--- src/pab_pkg.sv ---
// Shared types and defaults for the pair assignment bitmap set.
// Used by pab_store and pair_assignment_bitmap_set; depends on nothing.
package pab_pkg;

    localparam int DEF_MAX_PREDICATES = 16;
    localparam int DEF_MAX_ARITY      = 4;
    localparam int DEF_MAX_OBJECTS    = 16;

    localparam int FIELD_W = 4;   // width of predicate, object and parameter fields
    localparam int COUNT_W = 3;   // saturating position counters
    localparam int LIMIT_W = 4;   // arity after limiting, holds up to fifteen

    typedef enum logic [1:0] {
        OP_INSERT  = 2'd0,
        OP_BIND    = 2'd1,
        OP_LITERAL = 2'd2,
        OP_CLEAR   = 2'd3
    } op_t;

    typedef enum logic [1:0] {
        ST_IDLE,
        ST_INSERT,
        ST_READ,
        ST_EVAL
    } state_t;

    typedef struct packed {
        logic wr_en;
        logic clear_start;
    } store_ctl_t;

endpackage

--- src/pab_store.sv ---
// One-bit-wide store of single and pair bits with a registered read port.
// Runs its own clearing sweep after reset and on request; depends on pab_pkg.
module pab_store
    import pab_pkg::*;
#(
    parameter int DEPTH  = 2,
    parameter int ADDR_W = 1
) (
    input  logic              clk,
    input  logic              rst_n,
    input  store_ctl_t        ctl,
    input  logic [ADDR_W-1:0] waddr,
    input  logic [ADDR_W-1:0] raddr,
    output logic              rdata,
    output logic              clearing
);

    logic              mem [DEPTH];
    logic              rdata_reg;
    logic              clear_reg;
    logic              clear_next;
    logic [ADDR_W-1:0] cnt_reg;
    logic [ADDR_W-1:0] cnt_next;
    logic              last_entry;

    assign last_entry = (cnt_reg == ADDR_W'(DEPTH - 1));

    always_comb
    begin
        clear_next = clear_reg;
        cnt_next   = cnt_reg;
        if (clear_reg)
        begin
            cnt_next = cnt_reg + 1'b1;
            if (last_entry)
            begin
                clear_next = 1'b0;
                cnt_next   = '0;
            end
        end
        else if (ctl.clear_start)
        begin
            clear_next = 1'b1;
            cnt_next   = '0;
        end
    end

    // The store comes out of reset uncleared, so the sweep starts right away.
    always_ff @(posedge clk or negedge rst_n)
    begin
        if (!rst_n)
        begin
            clear_reg <= 1'b1;
            cnt_reg   <= '0;
        end
        else
        begin
            clear_reg <= clear_next;
            cnt_reg   <= cnt_next;
        end
    end

    always_ff @(posedge clk)
    begin
        if (clear_reg)
            mem[cnt_reg] <= 1'b0;
        else if (ctl.wr_en)
            mem[waddr] <= 1'b1;
        rdata_reg <= mem[raddr];
    end

    assign rdata    = rdata_reg;
    assign clearing = clear_reg;

endmodule

--- config.mk ---
export PLATFORM = sky130hd
export DESIGN_NAME = pab_store
export DESIGN_NICKNAME = d
export VERILOG_FILES = /design/src/pab_pkg.sv /design/src/pab_store.sv
export SDC_FILE = /design/constraint.sdc
export NUM_CORES = 1
export LEC_CHECK = 0
export CORE_AREA = 2 2 39 41
export DETAILED_ROUTE_END_ITERATION = 16
export DIE_AREA = 0 0 41 43
export DONT_BUFFER_PORTS = 1
export GPL_ROUTABILITY_DRIVEN = 1
export GPL_TIMING_DRIVEN = 1
export HOLD_SLACK_MARGIN = 0.03
export MAX_ROUTING_LAYER = met4
export SYNTH_ARGS = -nofsm -noshare
export SYNTH_HDL_FRONTEND = slang
export SYNTH_SLANG_ARGS = --single-unit
--- constraint.sdc ---
create_clock -name clk -period 2.7 [get_ports clk]
set_input_delay 0.405 -clock clk [delete_from_list [all_inputs] [get_ports clk]]
set_output_delay 0.405 -clock clk [all_outputs]
set_load 0.02 [all_outputs]
==> impl_metrics.env <==
export IMPL_final_cells=36
export IMPL_n_antenna_cell=0
export IMPL_port_buffers=0
export IMPL_tns_ns=0
export IMPL_dp_cells=31
export IMPL_synth_edff_count=2
export IMPL_pre_cts_slack_ns=1.44
export IMPL_synth_async_reset_ratio_pct=40.0
export IMPL_status="finished clean"
export IMPL_via_count=132
export IMPL_grt_util_all_layers_pct=5.77
export IMPL_critPathCapture="mem[1]$_DFFE_PP_"
export IMPL_r2r_slack_ns=1.43
export IMPL_holdPathStages=1
export IMPL_n_fill_cell=160
export IMPL_slew_headroom_pct=86.7
export IMPL_ant_nets=0
export IMPL_fin_crit_ns=1.27
export IMPL_powerDensity_nw_per_um2=1220
export IMPL_cap_violations=0
export IMPL_grt_pass1_wl_um=552
export IMPL_tightest_slew_ns=0.200
export IMPL_ys_seq_area_share_pct=67.3
export IMPL_cp_slowest_stage_delay_ns=0.62
export IMPL_viasPerCell=3.67
export IMPL_crit_arrival_ns=1.27
export IMPL_hold_viol=0
export IMPL_syn_cell_area_um2=195
export IMPL_wirelength_um=345
export IMPL_die_area_um2=1760
export IMPL_synth_top_area_share_pct=30.8
export IMPL_multi_input_area_um2=56.3
export IMPL_ys_ff_latch=5
export IMPL_setup_ws_ns=1.43
export IMPL_grt_pass1_vias=166
export IMPL_wl_met2_um=139
export IMPL_postSynthAreaPerCell_um2=13.0
export IMPL_cts_tree="yes"
export IMPL_r2r_start="clearing$_DFF_PN1_"
export IMPL_startpoint="clearing$_DFF_PN1_"
export IMPL_cp_required_ns=2.70
export IMPL_placed_area_um2=215
export IMPL_synth_top_cells_by_area="edfxtp_1 (31%), dfstp_2 (13%), dfrtp_1 (13%), dfxtp_1 (10%), nand2b_1 (6.4%)"
export IMPL_cts_root_buf="clkbuf_4"
export IMPL_reg2reg_to="mem[1]$_DFFE_PP_"
export IMPL_slowest_stage="dfstp_2"
export IMPL_nNetsFinal=27
export IMPL_worstRegToRegCells=3
export IMPL_worst_setup_path_type="reg2reg"
export IMPL_final_core_util_pct=18.2
export IMPL_gr_total_overflow=0
export IMPL_hpwl_um=290
export IMPL_cp_end_kind="flop"
export IMPL_grt_max_degree=7
export IMPL_p_leak_nw=0.101
export IMPL_cpLargestDelayFamily="flip-flops"
export IMPL_yosys_area_top_type="edfxtp_1"
export IMPL_drt_met1_wl_um=111
export IMPL_first_iter_violations=0
export IMPL_cts_sinks=5
export IMPL_regMostFlops="mem"
export IMPL_path_depth=3
export IMPL_syn2layout_area_growth_pct=28.8
export IMPL_numCtsBuffers=3
export IMPL_num_rows=14
export IMPL_coreArea_um2=1380
export IMPL_clock_skew_ns=0.0000886
export IMPL_topRoutingLayerUsed="met4"
export IMPL_htree_levels=1
export IMPL_finalSetupViolations=0
export IMPL_ys_flop_type="edfxtp_1"
export IMPL_start_util_pct=14.1
export IMPL_yosys_warnings=0
export IMPL_place_congestion=0.444
export IMPL_clkLatencyLatePin_ns=0.24
export IMPL_fin_crit_sh_pct=46.9
export IMPL_clk_path_buf_depth=2
export IMPL_netlist_top_cells_count="edfxtp_1 (2), nand2b_1 (2), o21ai_1 (2)"
export IMPL_largest_reg_flops=2
export IMPL_antenna_found_initial=0
export IMPL_worst_hold_path_type="in2reg"
export IMPL_die_w_um=41
export IMPL_drive_above_1_share_pct=30.0
export IMPL_drc=0
export IMPL_drv_slew=0
export IMPL_synth_cells=15
export IMPL_whs_ns=0.258
export IMPL_seqCellArea_um2=131
export IMPL_detail_route_wl_per_cell_um=9.58
export IMPL_met3WireLength_um=85
export IMPL_syn_nets=21
export IMPL_cp_max_fo=6
export IMPL_peakVddDrop_uv=214
export IMPL_cp_start_kind="flop"
export IMPL_path_clk_slew_ns=0.04
export IMPL_path_cells="nand2b_2 > inv_2 > a22o_1"
export IMPL_synth_cell_type_count=12
export IMPL_drtPass1Iterations=1
export IMPL_total_power_uw=306
export IMPL_stdcell_area_um2=251
export IMPL_ios=8
export IMPL_rsz0062_at_grt="no"
export IMPL_path_buf_inv=1
export IMPL_die_h_um=43
export IMPL_fmax_ghz=0.789
[logic make-up (layout without fill, tap and decap cells)]
family | Yosys count | count (layout) | synth area share (%)
flops | 5 | 5 | 67.3
compound gates | 4 | 4 | 12.2
simple gates | 3 | 3 | 10.9
buf+inv | 2 | 7 | 3.84
mux | 1 | 1 | 5.77
[what timing repair did]
item                                   in CTS  in global routing
gates resized for setup                     0                  0
buffers inserted                            0                  0
endpoints found under the hold margin       2                  0
hold buffers                                1                  0
[worst reg2reg max path: stages (launching register included)]
cell	delay (ns)
dfstp_2	0.62
nand2b_2	0.17
inv_2	0.04
a22o_1	0.20
[power by group]
group          internal, mW  leakage [nW]  switching, mW
clock network        0.0557        0.0150         0.0284
logic                0.0297        0.0347         0.0267
registers             0.127        0.0509         0.0391
[worst min path at each step]
stage / end / start
floorplan: cnt_reg$_DFFE_PN0P_ / rst_n
global placement: cnt_reg$_DFFE_PN0P_ / rst_n
detailed placement: cnt_reg$_DFFE_PN0P_ / rst_n
CTS: cnt_reg$_DFFE_PN0P_ / ctl[0]
global route: cnt_reg$_DFFE_PN0P_ / ctl[0]
finish: cnt_reg$_DFFE_PN0P_ / ctl[0]
[layer usage]
metal,up-vias,track usage [%]
li1,61,-
met3,2,7.85
met4,0,6.00
met5,-,-
met2,10,6.56
met1,59,3.55
[layout make-up]
| cell class | count | area share, % |
|---|---|---|
| sequential | 5 | 52.2 |
| multi-input combinational | 8 | 22.4 |
| clock buffer | 4 | 10.4 |
| tap | 16 | 7.96 |
| timing repair buffer | 1 | 3.98 |
| inverter | 2 | 2.99 |
[cells in the final DEF (no fill, tap or decap)]
| master | Yosys | routed |
|---|---|---|
| clkbuf_4 | 0 | 3 |
| nand2b_1 | 2 | 2 |
| o21ai_1 | 2 | 2 |
| edfxtp_1 | 2 | 2 |
| nand2b_2 | 1 | 1 |
| inv_2 | 1 | 1 |
| inv_1 | 1 | 1 |
| o21ai_0 | 1 | 1 |
| a22o_1 | 1 | 1 |
| mux2_1 | 1 | 1 |
| dfstp_2 | 1 | 1 |
| clkbuf_1 | 0 | 1 |
| dfrtp_1 | 1 | 1 |
| dlygate4sd3_1 | 0 | 1 |
| dfxtp_1 | 1 | 1 |
No activity file was read; power rests on OpenSTA's default activity.
